File: config.mk
export PLATFORM = sky130hd
export DESIGN_NAME = modular_inverse_ext_euclid_top
export DESIGN_NICKNAME = d
export VERILOG_FILES = /design/src/hw/rtl/mie_pkg.sv /design/src/hw/rtl/modular_inverse_ext_euclid_top.sv
export SDC_FILE = /design/constraint.sdc
export NUM_CORES = 1
export LEC_CHECK = 0
export BUFFER_PORTS_ARGS = -buffer_cell sky130_fd_sc_hd__buf_2
export CAP_MARGIN = 20
export CORE_UTILIZATION = 50
export CTS_CLUSTER_DIAMETER = 100
export DETAILED_ROUTE_END_ITERATION = 8
export PLACE_DENSITY_LB_ADDON = 0.25
export REMOVE_ABC_BUFFERS = 1
export SYNTH_ARGS = -nofsm -noshare
export SYNTH_HDL_FRONTEND = slang
export SYNTH_SLANG_ARGS = --single-unit
File: constraint.sdc
create_clock -name clk -period 17.7 [get_ports clk]
set_input_delay 2.655 -clock clk [delete_from_list [all_inputs] [get_ports clk]]
set_output_delay 2.655 -clock clk [all_outputs]
set_load 0.02 [all_outputs]
File: src/hw/rtl/mie_pkg.sv
package mie_pkg;

    typedef enum logic [2:0] {
        ST_IDLE,
        ST_DIV,
        ST_STEP,
        ST_ADJ,
        ST_OUT
    } state_t;

endpackage

File: src/hw/rtl/modular_inverse_ext_euclid_top.sv
// Modular inverse by the extended Euclidean algorithm. A beat on s_* carries value_a and the
// modulus n; one beat on m_* returns the inverse x in 0..n-1 with a*x = 1 (mod n) and exists
// set, or inverse 0 with exists clear when gcd(a,n) is not 1 or n is 0 (n = 1 gives 0, set).
// One item at a time: s_tready is high only while the block is idle. Each Euclid quotient step
// runs through a single restoring shift-subtract divider that also accumulates q times the
// Bezout coefficient, one quotient bit per cycle; a step state then swaps the operands. An
// item takes k quotient steps, where k is at most about 1.44 * WIDTH + 2 and far fewer
// typically; after the last step an adjust state and an output state give the result.
// A finished result waits in the output register while the next item is accepted.
module modular_inverse_ext_euclid_top #(
    parameter int WIDTH = 32
) (
    input  logic                                 clk,
    input  logic                                 rst_n,
    input  logic                                 s_tvalid,
    output logic                                 s_tready,
    // value_a [WIDTH-1:0], modulus [2*WIDTH-1:WIDTH], zero padded
    input  logic [((2*WIDTH+7)/8)*8-1:0]         s_tdata,
    output logic                                 m_tvalid,
    input  logic                                 m_tready,
    // inverse [WIDTH-1:0], exists [WIDTH], zero padded
    output logic [((WIDTH+1+7)/8)*8-1:0]         m_tdata
);

    localparam int OUT_W = ((WIDTH + 1 + 7) / 8) * 8;
    localparam int CW    = $clog2(WIDTH);

    mie_pkg::state_t state_reg, state_next;

    logic [WIDTH-1:0]        quo_reg, quo_next;     // dividend shifting out, quotient in
    logic [WIDTH-1:0]        div_reg, div_next;     // current divisor (small)
    logic [WIDTH-1:0]        prem_reg, prem_next;   // partial remainder
    logic [WIDTH-1:0]        n_reg, n_next;
    logic signed [WIDTH:0]   cb_reg, cb_next;       // coefficient of big
    logic signed [WIDTH:0]   cs_reg, cs_next;       // coefficient of small
    logic signed [WIDTH+1:0] acc_reg, acc_next;     // q * cs
    logic [CW-1:0]           cnt_reg, cnt_next;
    logic                    ok_reg, ok_next;
    logic                    m_tvalid_reg, m_tvalid_next;
    logic [OUT_W-1:0]        m_tdata_reg, m_tdata_next;

    logic [WIDTH:0]          pr;
    logic [WIDTH+1:0]        pdiff;
    logic                    qbit;
    logic signed [WIDTH+1:0] cs_ext;
    logic signed [WIDTH+1:0] cdiff;
    logic [WIDTH:0]          cadj;
    logic [WIDTH:0]          rdiff;
    logic [WIDTH-1:0]        red;
    logic                    out_free;
    logic [WIDTH-1:0]        in_a;
    logic [WIDTH-1:0]        in_n;

    assign in_a = s_tdata[WIDTH-1:0];
    assign in_n = s_tdata[2*WIDTH-1:WIDTH];

    // divider step and coefficient accumulate
    assign pr     = {prem_reg, quo_reg[WIDTH-1]};
    assign pdiff  = {1'b0, pr} - {2'b00, div_reg};
    assign qbit   = ~pdiff[WIDTH+1];
    assign cs_ext = {cs_reg[WIDTH], cs_reg};
    assign cdiff  = {cb_reg[WIDTH], cb_reg} - acc_reg;
    assign cadj   = cs_reg + $signed({1'b0, n_reg});
    assign rdiff  = {1'b0, cs_reg[WIDTH-1:0]} - {1'b0, n_reg};
    assign red    = rdiff[WIDTH] ? cs_reg[WIDTH-1:0] : rdiff[WIDTH-1:0];

    assign out_free = ~m_tvalid_reg | m_tready;

    assign s_tready = (state_reg == mie_pkg::ST_IDLE);
    assign m_tvalid = m_tvalid_reg;
    assign m_tdata  = m_tdata_reg;

    always_comb
    begin
        state_next    = state_reg;
        quo_next      = quo_reg;
        div_next      = div_reg;
        prem_next     = prem_reg;
        n_next        = n_reg;
        cb_next       = cb_reg;
        cs_next       = cs_reg;
        acc_next      = acc_reg;
        cnt_next      = cnt_reg;
        ok_next       = ok_reg;
        m_tvalid_next = m_tvalid_reg & ~m_tready;
        m_tdata_next  = m_tdata_reg;

        unique case (state_reg)
            mie_pkg::ST_IDLE:
            begin
                if (s_tvalid)
                begin
                    n_next    = in_n;
                    quo_next  = in_a;
                    div_next  = in_n;
                    prem_next = '0;
                    acc_next  = '0;
                    cb_next   = (WIDTH+1)'(1);
                    cs_next   = '0;
                    cnt_next  = '0;
                    ok_next   = 1'b0;
                    // zero modulus: no inverse, skip straight to the result
                    state_next = (in_n == '0) ? mie_pkg::ST_OUT : mie_pkg::ST_DIV;
                end
            end
            mie_pkg::ST_DIV:
            begin
                prem_next = qbit ? pdiff[WIDTH-1:0] : pr[WIDTH-1:0];
                quo_next  = {quo_reg[WIDTH-2:0], qbit};
                acc_next  = (acc_reg <<< 1) + (qbit ? cs_ext : '0);
                if (cnt_reg == CW'(WIDTH - 1))
                begin
                    state_next = mie_pkg::ST_STEP;
                end
                else
                begin
                    cnt_next = cnt_reg + CW'(1);
                end
            end
            mie_pkg::ST_STEP:
            begin
                if (prem_reg == '0)
                begin
                    state_next = mie_pkg::ST_ADJ;
                end
                else
                begin
                    // advance: (big, small) <- (small, rem)
                    cb_next    = cs_reg;
                    cs_next    = cdiff[WIDTH:0];
                    quo_next   = div_reg;
                    div_next   = prem_reg;
                    prem_next  = '0;
                    acc_next   = '0;
                    cnt_next   = '0;
                    state_next = mie_pkg::ST_DIV;
                end
            end
            mie_pkg::ST_ADJ:
            begin
                ok_next = (div_reg == WIDTH'(1));
                if (cs_reg[WIDTH])
                begin
                    cs_next = cadj;
                end
                state_next = mie_pkg::ST_OUT;
            end
            mie_pkg::ST_OUT:
            begin
                if (out_free)
                begin
                    m_tvalid_next = 1'b1;
                    m_tdata_next  = OUT_W'({ok_reg, ok_reg ? red : WIDTH'(0)});
                    state_next    = mie_pkg::ST_IDLE;
                end
            end
            default:
            begin
                state_next = mie_pkg::ST_IDLE;
            end
        endcase
    end

    always_ff @(posedge clk or negedge rst_n)
    begin
        if (!rst_n)
        begin
            state_reg    <= mie_pkg::ST_IDLE;
            m_tvalid_reg <= 1'b0;
        end
        else
        begin
            state_reg    <= state_next;
            m_tvalid_reg <= m_tvalid_next;
        end
    end

    always_ff @(posedge clk)
    begin
        quo_reg     <= quo_next;
        div_reg     <= div_next;
        prem_reg    <= prem_next;
        n_reg       <= n_next;
        cb_reg      <= cb_next;
        cs_reg      <= cs_next;
        acc_reg     <= acc_next;
        cnt_reg     <= cnt_next;
        ok_reg      <= ok_next;
        m_tdata_reg <= m_tdata_next;
    end

endmodule

; Word-level counts from Yosys, hierarchy flattened
; Index checks and enable logic that the tools add are counted.
[totals]
mem_bits_rw = 0
out_inout_bits = 42
n_memories = 0
elab_cells = 89
romBits = 0
in_bits = 68
reg_bits = 270
latchBits = 0
[classes]
n_mul = 0
n_div = 0
n_eq_ne = 12
n_reduce_logical = 16
bitwise_logic = 5
addsub = 6
n_mux = 36
n_shift = 0
order_cmp = 0
[op_table]
columns = operator, count
row1 = $mux 33, 8
row2 = $mux 32, 8
row3 = $pmux 33 s3, 2
row4 = $pmux 32 s3, 2
row5 = $add 33x33->33, 2
row6 = $pmux 33 s2, 1
row7 = $logic_not 32->1, 2
row8 = $pmux 32 s2, 1
row9 = $sub 33x32->34, 1
row10 = $sub 32x32->33, 1
row11 = $sub 33x33->33, 1
row12 = $eq 32x1->1 const B, 1
row13 = $mux 5, 3
row14 = $pmux 3 s5, 1
row15 = $pmux 5 s3, 1
row16 = $mux 3, 4
row17 = $ne 2x2->1 const B, 6
row18 = $reduce_and 3->1, 4
row19 = $reduce_and 4->1, 2
row20 = $eq 3x2->1 const B, 2
row21 = $reduce_and 2->1, 3
row22 = $reduce_bool 3->1, 2
row23 = $add 5x1->5 const B, 1
row24 = $eq 5x5->1 const B, 1
row25 = 10 further kinds, 15

; Logic depth before layout (Yosys ltp)
; Gate-level depths: netlist (run 1).
[logic_depth]
ltp_word = 4
mapped_depth = 25
ltp_nobuf = 24

; Worst setup path after synthesis (run 1)
; Ideal clock, no wire load.
[synth_timing]
kind = input -> register
start = in s_tvalid
end = reg cnt_reg[0], enable pin
cell_stages = 3
required_ns = 17.325
arrival_ns = 10.088
setup_slack_ns = 7.237
setup_ns = 0.375
path_cell_list = nor4_1 nor3_1 a21boi_0
[synth_via]
elab_chain_cells = 2
[synth_rtl]
columns = item, line_no
row1 = from (decl), modular_inverse_ext_euclid_top.sv:15  ; input logic s_tvalid,
row2 = $ne 2x2->1 (no line), n/a
row3 = $reduce_and 4->1 (no line), n/a
row4 = to (signal assigned), modular_inverse_ext_euclid_top.sv:187  ; cnt_reg <= cnt_next;
row5 = to (decl), modular_inverse_ext_euclid_top.sv:37  ; logic [CW-1:0] cnt_reg, cnt_next;
; Every way passes these cells.
; A chain may end at the register's enable or synchronous reset.

; Worst setup path in the final report (run 1)
[layout_timing]
start = reg div_reg[1]
end = reg acc_reg[29] (data pin)
[layout_via]
elab_chain_cells = 4
[layout_rtl]
columns = item, line_no
row1 = from (decl), modular_inverse_ext_euclid_top.sv:31  ; logic [WIDTH-1:0] div_reg, div_next;
row2 = from (signal assigned), modular_inverse_ext_euclid_top.sv:181  ; div_reg <= div_next;
row3 = $sub 33x32->34, modular_inverse_ext_euclid_top.sv:59  ; assign pdiff = {1'b0, pr} - {2'b00, div_reg};
row4 = $mux 33, modular_inverse_ext_euclid_top.sv:110  ; acc_next = (acc_reg <<< 1) + (qbit ? cs_ext : '0);
row5 = $add 33x33->33, modular_inverse_ext_euclid_top.sv:110
row6 = $pmux 33 s3, modular_inverse_ext_euclid_top.sv:88  ; unique case (state_reg)
row7 = to (signal assigned), modular_inverse_ext_euclid_top.sv:186  ; acc_reg <= acc_next;
row8 = to (decl), modular_inverse_ext_euclid_top.sv:36  ; logic signed [WIDTH+1:0] acc_reg, acc_next;
; Every way passes these cells.

==> results of run 1 <==
metal layers:
metal	track usage	wire length [µm]
met5	0	0
met4	0.116	2280
met3	0.0315	2930
met2	0.432	23900
met1	0.350	22500
cell usage in the layout, fill, tap and decap left out, drive strengths merged, types with 5 or more instances in the layout:
master / instances
a211oi: 16
o211a: 6
o21bai: 31
and2: 73
inv: 148
o211ai: 6
o22ai: 34
o21a: 16
nand2: 286
or3: 7
xnor2: 95
nor4: 30
nor2b: 39
fa: 5
edfxtp: 266
ha: 161
and3: 15
a21oi: 168
a31oi: 16
xor2: 44
nand4: 13
nand3: 19
a21boi: 7
buf: 121
nand2b: 25
o31ai: 8
conb: 7
clkbuf: 46
nor2: 143
o21ai: 66
nor3: 36
o41ai: 5
a21o: 63
mux2i: 23
a22oi: 32
cell families (layout without fill, tap and decap cells):
logic type / count (synthesis) / after routing
adders and majority gates: 166 / 166
DFF: 270 / 270
muxes: 23 / 23
xor gates and xnor gates: 139 / 139
buffers and inverters: 233 / 326
other: 1 / 7
and+or+nand+nor: 701 / 701
AOI/OAI and AO/OA: 506 / 506
path summary, 6_finish.rpt:
kind / end / slack [ps]
worst max register to register: acc_reg[29] / 11430
worst max-delay path: acc_reg[29] / 11430
worst min register to register: quo_reg[22] / 530
min in group asynchronous: m_tvalid / 1890
max in group asynchronous: state_reg[0] / 15670
worst min-delay path: quo_reg[22] / 530
power breakdown:
part           total (W)  switching, W  internal [W]  leakage, nW
combinational    0.00205       0.00122      0.000828         6.00
clock           0.000675      0.000271      0.000405        0.505
sequential       0.00117      0.000154       0.00101         2.68
per-stage QoR:
step           hold slack [ps]  area, µm²  std cells
2_1_floorplan              508      18800       1960
3_3_place_gp               519      20200       2592
3_5_place_dp               527      20200       2592
4_1_cts                    542      21200       2649
5_1_grt                    558      21200       2649
6_report                   533      21200       2649
area by class of cell:
cell class | count | area (µm²) | area share
timing repair buffer | 121 | 653 | 0.0308
clock inverter | 11 | 165 | 0.00779
clock buffer | 46 | 892 | 0.0421
inverter | 148 | 556 | 0.0262
tap | 511 | 639 | 0.0301
sequential | 270 | 8090 | 0.381
multi-input combinational | 1542 | 10200 | 0.482
tightest hold or removal path, stage by stage, from the launching register on:
cell,delay (ps)
edfxtp_1,320
a22oi_1,60
nand2_1,50
==> results.cfg, run 1 <==
[place]
routabilityCongestion = 0.932
port_buffers = 102
hpwlAfterDp_um = 38000
post-place-ws_ps = 11530

[timing]
relSlewSlack = 0.380
finalClockSkew_ps = 8.16
period_share = 0.354
tightest_slew_ps = 929
fmax_mhz = 160
fin_tns_setup_ps = 0
rsz0062_at_grt = no
hold_viol_final = 0
setup_viol = 0
fin_ws_ps = 11430
period_needed_ps = 6270
finalMaxSlewViolations = 0

[clock_tree]
htreeDepth = 1
clockBufferDepth = 3
clockRootBuffer = clkbuf_16
cts-hold-fix-buffers = 0
clk_pin_slew_ps = 60
cts_made_buffers = 31
cts_tree = yes
post-cts-setup-buffers = 0
clk_latency_ps = 580
cts_resized = 0
cts.sinks = 270

[detailed_routing]
route.detailed.drc = 0
postRouteAntennaNets = 0
vias_per_cell = 5.82
dr.pass1.iters = 5
finalWirelength_um = 51600
wire_per_inst_um = 19.5
vias = 15400
dr.first_iter.drc_count = 1212

[power]
leakage_nw = 9.19
finalPower_w = 0.00389
ir_worst_vdd_uv = 114
p_per_area_mw_per_mm2 = 184

[setup_path]
cp.depth = 24
crit_slowest_cell = a311oi_2
cpPeakStageDelay_ps = 470
startpoint = div_reg[1]
r2r_cells = 24
critPathLaunchType = flip-flop
crit_arrival_ps = 6580
cp_common_cell = a21oi_1
crit_chain = inv_1 > ha_1 > nor2b_1 > o31ai_2 > a21oi_1 > a311oi_2 > o31ai_2 > and3_1 > a211o_4 > a31o_2 > buf_4 > and2_1 > fa_1 > a21o_1 > a21oi_1 > o211ai_1 > a21oi_1 > nand4b_1 > a31oi_1 > o31ai_1 > a21o_1 > a21oi_1 > xor2_1 > nor2_1
cp.required_ps = 18010
r2r-start = div_reg[1]
crit_buf_inv = 2
crit_type = reg2reg
critPathTopFamily = compound AO/OA/AOI/OAI gates
cp_max_fo = 59
cp-end-kind = flip-flop

[layout]
fill_cells = 3349
antenna_cells = 0
syn2layout_area_growth_pct = 10.3
final_nets = 2348
drive_above_1_share = 0.0926
fin_util = 0.562

[min_path]
hold_path_depth = 2
min_path_type = reg2reg
hold_path.startpoint = quo_reg[21]

[floorplan]
die_y_um = 198
die_w_um = 198
std_cell_rows = 71
pin_count = 110
core_mm2 = 0.0378
die_area_mm2 = 0.0392
start_util = 0.509

[global_route]
antenna_found_initial = 0
grt_overflow = 0
grt_pass1_wl_um = 80300
grt_pass1_vias = 14900
grt_usage = 0.263
grt_max_degree = 60

[yosys]
synthTopCellsByCount = nand2_1, edfxtp_1, a21oi_1
synth_compound_area_frac = 0.173
synth_adder_area_share = 0.110
synth_top_area_cell = edfxtp_1
yosysTopAreaCellShare = 0.415
ys_warn_count = 0
syn_area_per_cell_um2 = 9.43
synth_edf_count = 266
ys_async_sr_fraction = 0.0148
synthXorXnorAreaFrac = 0.0633
synth_top_family_by_area = compound AO/OA/AOI/OAI gates
yosysMostFrequentCell = nand2_1
synth_cell_type_count = 83
synthSimpleGateAreaFrac = 0.170
synth-seq-cells = 270
synthMuxAreaShare = 0.0120
syn-cell-area_mm2 = 0.0192
ys_seq_area_frac = 0.421
syn_inst = 2039
synth_area_leaders = edfxtp_1, ha_1, nand2_1
ys.flop_type = edfxtp_1

[job]
max_cap_viol_count = 0

[status]
status = completed
Note: power is estimated with default switching activity, not from simulation.
==> run 2, diff against run 1 <==
==> constraint.sdc (replaced) <==
create_clock -name clk -period 6.1 [get_ports clk]
set_input_delay 0.915 -clock clk [delete_from_list [all_inputs] [get_ports clk]]
set_output_delay 0.915 -clock clk [all_outputs]
set_load 0.02 [all_outputs]
==> run 2 against run 1 <==
Non-clock buffer count increased by 3. Highest routed layer unchanged. Sequential power grew to 2.9 times the previous value. Clock-buffer cell count fell by 10. Critical path depth fell by 1. Die area stayed put. Maximum frequency is 7.3% higher. Setup slack got worse by 11000 ps.
==> results.cfg, run 2 (synthesis gave the netlist of run 1 again) <==
[floorplan]
start_util = 0.509
die_area_mm2 = 0.0392
die_w_um = 198
std_cell_rows = 71
core_mm2 = 0.0378
die_y_um = 198
pin_count = 110

[min_path]
min_path_type = in2async

[setup_path]
cpPeakStageDelay_ps = 500
cp-end-kind = flip-flop
crit_arrival_ps = 6150
r2r_cells = 23
r2r-start = div_reg[1]
crit_type = reg2reg
cp_max_fo = 16
critPathCapture = acc_reg[32]
crit_slowest_cell = or4b_1
cp.required_ps = 6410
startpoint = div_reg[1]
critPathLaunchType = flip-flop
reg2reg_slack_ps = 260
rr_endpoint = acc_reg[32]
crit_chain = inv_1 > ha_1 > nor2b_1 > o31ai_2 > a21oi_2 > a311oi_2 > o31ai_2 > and3_1 > a211o_4 > a31o_4 > and2_1 > ha_1 > a211oi_2 > o21ai_1 > o311a_1 > o211ai_2 > a21oi_1 > or4b_1 > a41o_1 > a21oi_2 > xnor2_1 > xnor2_1 > nor2_1

[clock_tree]
clockRootBuffer = clkbuf_16
clk_pin_slew_ps = 60
htreeDepth = 1
post-cts-setup-buffers = 0
cts.sinks = 270
cts-hold-fix-buffers = 0
clockBufferDepth = 3
cts_tree = yes
clk_latency_ps = 580
cts_made_buffers = 31

[place]
port_buffers = 102
post-place-ws_ps = 182
routabilityCongestion = 0.951
placed_cells = 2595
hpwlAfterDp_um = 38500

[layout]
final_common_cell = nand2_1
ff_latch_area_mm2 = 0.00809
final-instance-count-excl-fill = 2651
drive_above_1_share = 0.0930
final_nets = 2351
final_cell_mix = nand2_1, edfxtp_1, a21oi_1
syn2layout_area_growth_pct = 10.4
multiInputGateArea_mm2 = 0.0102
antenna_cells = 0
fill_cells = 3399

[global_route]
grt_overflow = 0
grt_busiest_layer = met2
grt_use_met2 = 0.434
grt_pass1_wl_um = 80900
grtUsageMet1 = 0.367
grt_pass1_vias = 14800
grt_util_met3 = 0.0211
grt_usage = 0.266
antenna_found_initial = 0
grt_max_degree = 68

[job]
max_cap_viol_count = 0

[detailed_routing]
postRouteAntennaNets = 0
dr.first_iter.drc_count = 1128
finalWirelength_um = 52100
wire_per_inst_um = 19.7
dr.pass1.iters = 5
route.detailed.drc = 0
vias = 15400
vias_per_cell = 5.82

[power]
finalPower_w = 0.0113
ir_worst_vdd_uv = 294
leakage_nw = 9.19
switching_share = 0.425
comb_power_share = 0.529
internal_power_w = 0.00651
seq_power_share = 0.301
p_per_area_mw_per_mm2 = 533
power.switching_w = 0.00481
clockPowerShare = 0.170

[timing]
finalClockSkew_ps = 12.7
fmax_mhz = 171
hold_viol_final = 0
tightest_slew_ps = 974
rsz0062_at_grt = no
finalMaxSlewViolations = 0
fin_ws_ps = 259
period_needed_ps = 5840
setup_viol = 0
relSlewSlack = 0.351
period_share = 0.958

[status]
status = completed
==> run 2: power by group through the flow <==
stage	combinational, W	clock [W]	sequential (W)
4_1_cts	0.00593	0.00194	0.00339
3_3_place_gp	0.00577	0	0.00342
2_1_floorplan	0.00456	0	0.00328
3_5_place_dp	0.00587	0	0.00343
5_1_grt	0.00664	0.00201	0.00345
6_report	0.00599	0.00192	0.00340
==> run 2: layout make-up <==
type | instances | area share
Multi-Input combinational cell | 1542 | 0.482
Sequential cell | 270 | 0.381
Clock buffer | 36 | 0.0374
Timing Repair Buffer | 124 | 0.0318
Tap cell | 511 | 0.0301
Inverter | 148 | 0.0262
Clock inverter | 20 | 0.0111
==> run 2: worst min path at each step <==
stage	start	to	slack, ps
2_1_floorplan	quo_reg[9]	quo_reg[10]	510
3_3_place_gp	quo_reg[26]	quo_reg[27]	520
3_5_place_dp	quo_reg[4]	quo_reg[5]	520
4_1_cts	rst_n	m_tvalid	130
5_1_grt	rst_n	m_tvalid	140
6_report	rst_n	m_tvalid	150
==> run 2: metrics by stage <==
| step | utilization | hold WS [ps] | TNS (ps) | instance area (µm²) |
|---|---|---|---|---|
| 2_1_floorplan | - | 508 | -971160 | 18800 |
| 3_3_place_gp | 0.534 | 520 | 0 | 20200 |
| 3_5_place_dp | 0.534 | 524 | 0 | 20200 |
| 4_1_cts | 0.562 | 132 | 0 | 21200 |
| 5_1_grt | 0.562 | 142 | 0 | 21200 |
| 6_report | 0.562 | 151 | 0 | 21200 |
==> run 2: routing by layer <==
| metal | share of wire | wire length [µm] |
|---|---|---|
| met4 | 0.038 | 2000 |
| met1 | 0.45 | 23500 |
| met2 | 0.46 | 24000 |
| met5 | 0 | 0 |
| met3 | 0.050 | 2610 |
==> run 2: worst max-delay path: cells and delay by family, from the launching register on <==
family / cells / cell delay (ps)
AOI/OAI and AO/OA: 13 / 3110
and+or+nand+nor: 5 / 1110
adders and majority gates: 2 / 590
DFF: 1 / 420
xor gates and xnor gates: 2 / 270
buffers and inverters: 1 / 70
==> run 2: repair_timing <==
item | 4_1_cts | 5_1_grt
hold endpoints to repair | 0 | 0
setup endpoints to repair | 0 | 2
gates resized for setup | 0 | 3
==> run 3, diff against run 2 <==
--- a/config.mk
+++ b/config.mk
@@ -5,8 +5,9 @@
 export SDC_FILE = /design/constraint.sdc
 export NUM_CORES = 1
 export LEC_CHECK = 0
+export ABC_AREA = 1
 export BUFFER_PORTS_ARGS = -buffer_cell sky130_fd_sc_hd__buf_2
-export CAP_MARGIN = 20
+export CAP_MARGIN = 10
 export CORE_UTILIZATION = 50
 export CTS_CLUSTER_DIAMETER = 100
 export DETAILED_ROUTE_END_ITERATION = 8
==> run 3 against run 2 <==
Clock skew is 1.2 ps lower. Non-clock buffer count is 12 lower. Critical endpoint is now acc_reg[25]. Final cell count is 30% higher. First-iteration DRC count is 35% higher. Area after synthesis is 10% higher. Routed wire length is 36% higher. Clock-buffer cell count is 4 higher. Sequential cell count stayed put. Final area is 9.4% higher. Synthesized cell count is 38% higher. Critical path type unchanged. Via count is 27% higher. Sequential power is 41% lower.
==> results.cfg, run 3 <==
[timing]
period_needed_ps = 4360
period_share = 0.715
rsz0062_at_grt = no
fin_ws_ps = 1740
finalMaxSlewViolations = 0
setup_viol = 0
tightest_slew_ps = 1280
relSlewSlack = 0.144
finalClockSkew_ps = 11.5
hold_viol_final = 0
fmax_mhz = 229

[job]
max_cap_viol_count = 0

[setup_path]
cp.required_ps = 6410
r2r-start = div_reg[8]
cp-end-kind = flip-flop
r2r_cells = 24
cp_max_fo = 32
reg2reg_slack_ps = 1740
critPathLaunchType = flip-flop
crit_arrival_ps = 4680
rr_endpoint = acc_reg[25]
crit_type = reg2reg

[global_route]
grt_overflow = 0
antenna_found_initial = 0
grt_max_degree = 84
grt_pass1_vias = 19300
grt_usage = 0.325
grt_pass1_wl_um = 107000

[min_path]
min_path_type = in2async

[power]
finalPower_w = 0.00414
seq_power_share = 0.486
clockPowerShare = 0.502
comb_power_share = 0.012
internal_power_w = 0.00326
p_per_area_mw_per_mm2 = 179
power.switching_w = 0.000883
ir_worst_vdd_uv = 253
switching_share = 0.213
leakage_nw = 10.6

[clock_tree]
cts_resized = 0
clk_pin_slew_ps = 60
clockBufferDepth = 3
cts.sinks = 270
cts_made_buffers = 34
cts_tree = yes
post-cts-setup-buffers = 0
clk_latency_ps = 560
cts-hold-fix-buffers = 0
clockRootBuffer = clkbuf_16
htreeDepth = 2

[layout]
fin_util = 0.555
final_cell_mix = nand2_1, nor2_1, inv_1
antenna_cells = 0
final_nets = 3119
final-instance-count-excl-fill = 3449
final_common_cell = nand2_1
drive_above_1_share = 0.0746
syn2layout_area_growth_pct = 9.56

[yosys]
yosysTopAreaCellShare = 0.377
synth_top_area_cell = edfxtp_1
synthXorXnorAreaFrac = 0.0223
ys_seq_area_frac = 0.382
ys_async_sr_fraction = 0.0148
syn-cell-area_mm2 = 0.0212
synth_cell_type_count = 52
synth_adder_area_share = 0.0998
synthMuxAreaShare = 0
synth_compound_area_frac = 0.166
synthSimpleGateAreaFrac = 0.245
synthTopCellsByCount = nand2_1, nor2_1, inv_1
synth-seq-cells = 270
ys.flop_type = edfxtp_1
syn_area_per_cell_um2 = 7.55
syn_inst = 2807
synth_top_family_by_area = simple AND/OR/NAND/NOR gates
synth_edf_count = 266
yosysMostFrequentCell = nand2_1
synth_area_leaders = edfxtp_1, nand2_1, ha_1
ys_warn_count = 0

[floorplan]
pin_count = 110
core_mm2 = 0.0419
die_area_mm2 = 0.0432
die_y_um = 208
start_util = 0.506
std_cell_rows = 75
die_w_um = 208

[place]
placed_cells = 3388
hpwlAfterDp_um = 56400
routabilityCongestion = 1.00
port_buffers = 102
post-place-ws_ps = 1740

[detailed_routing]
vias_per_cell = 5.67
dr.pass1.iters = 5
wire_per_inst_um = 20.6
finalWirelength_um = 71100
postRouteAntennaNets = 0
vias = 19500
dr.first_iter.drc_count = 1524
route.detailed.drc = 0

[status]
status = completed
-- run 3: cell types whose count changed in the layout (fill, tap and decap cells not counted), moves of 70 or more --
cell	delta
nand2_1	+306
nor2_1	+225
inv_1	+212
o21ai_0	+155
nand3_1	+125
a21oi_1	+98
and2_1	-71
xnor2_1	-70
-- run 3: power groups by stage --
stage / clock (W) / sequential, W / combinational, W
floorplan: 0 / 0.00205 / 0.0000141
global placement: 0 / 0.00205 / 0.0000481
detailed placement: 0 / 0.00205 / 0.0000490
CTS: 0.00211 / 0.00201 / 0.0000493
global route: 0.00217 / 0.00201 / 0.0000549
finish: 0.00208 / 0.00201 / 0.0000501
-- run 3: how the worst max path moves through the flow --
stage                      start     endpoint  slack (ps)
CTS                  prem_reg[6]  acc_reg[25]        1730
global route         prem_reg[6]  acc_reg[31]        1340
floorplan           state_reg[2]   acc_reg[0]       -6580
finish                div_reg[8]  acc_reg[25]        1740
detailed placement   prem_reg[6]  acc_reg[25]        1740
global placement     prem_reg[9]  acc_reg[25]        1820
-- run 3: final cells by class --
cell class,count,area (µm²)
clock buffers,40,895
clock inverters,21,224
fillers,3983,18600
inverters,365,1380
multi-input cells,2102,11400
flip-flops and latches,270,8090
well taps,539,674
repair buffers,112,586
-- run 3: routing by layer --
metal	track usage	share of wire	vias to the layer above
met1	0.401	0.42	9108
met4	0.157	0.048	0
met2	0.569	0.48	633
met3	0.0339	0.053	161
met5	0	0	-
li1	-	-	9643
-- run 3: critical path, cell delays in order (launching register included) --
cell and delay (ps):
edfxtp_1 390, inv_1 120, ha_1 290, nand2_1 140, inv_1 50, a21oi_1 180, nand3_2 160, nand2_1 100
nand2_2 90, nand2_1 90, nand2_2 60, inv_2 420, nor2_1 100, ha_1 230, fa_1 450, nand2_1 110
nand2_1 50, o21ai_0 170, o21ai_0 390, nand2_1 150, nand2_1 90, nand2_1 80, nand2_1 60, nor2_1 80
nor2_1 50
-- run 3: stage by stage --
stage,area (µm²),hold slack [ps],TNS [ps]
after floorplan,20800,528,-1062940
after global placement,22100,533,0
after detailed placement,22100,537,0
after CTS,23200,138,0
after global routing,23200,149,0
final,23200,152,0
-- run 3: cell families after synthesis --
| logic type | Yosys count |
|---|---|
| compound gates | 635 |
| xor+xnor | 54 |
| fa+ha+maj | 166 |
| buf+inv | 441 |
| flops | 270 |
| other cells | 1 |
| simple gates | 1240 |
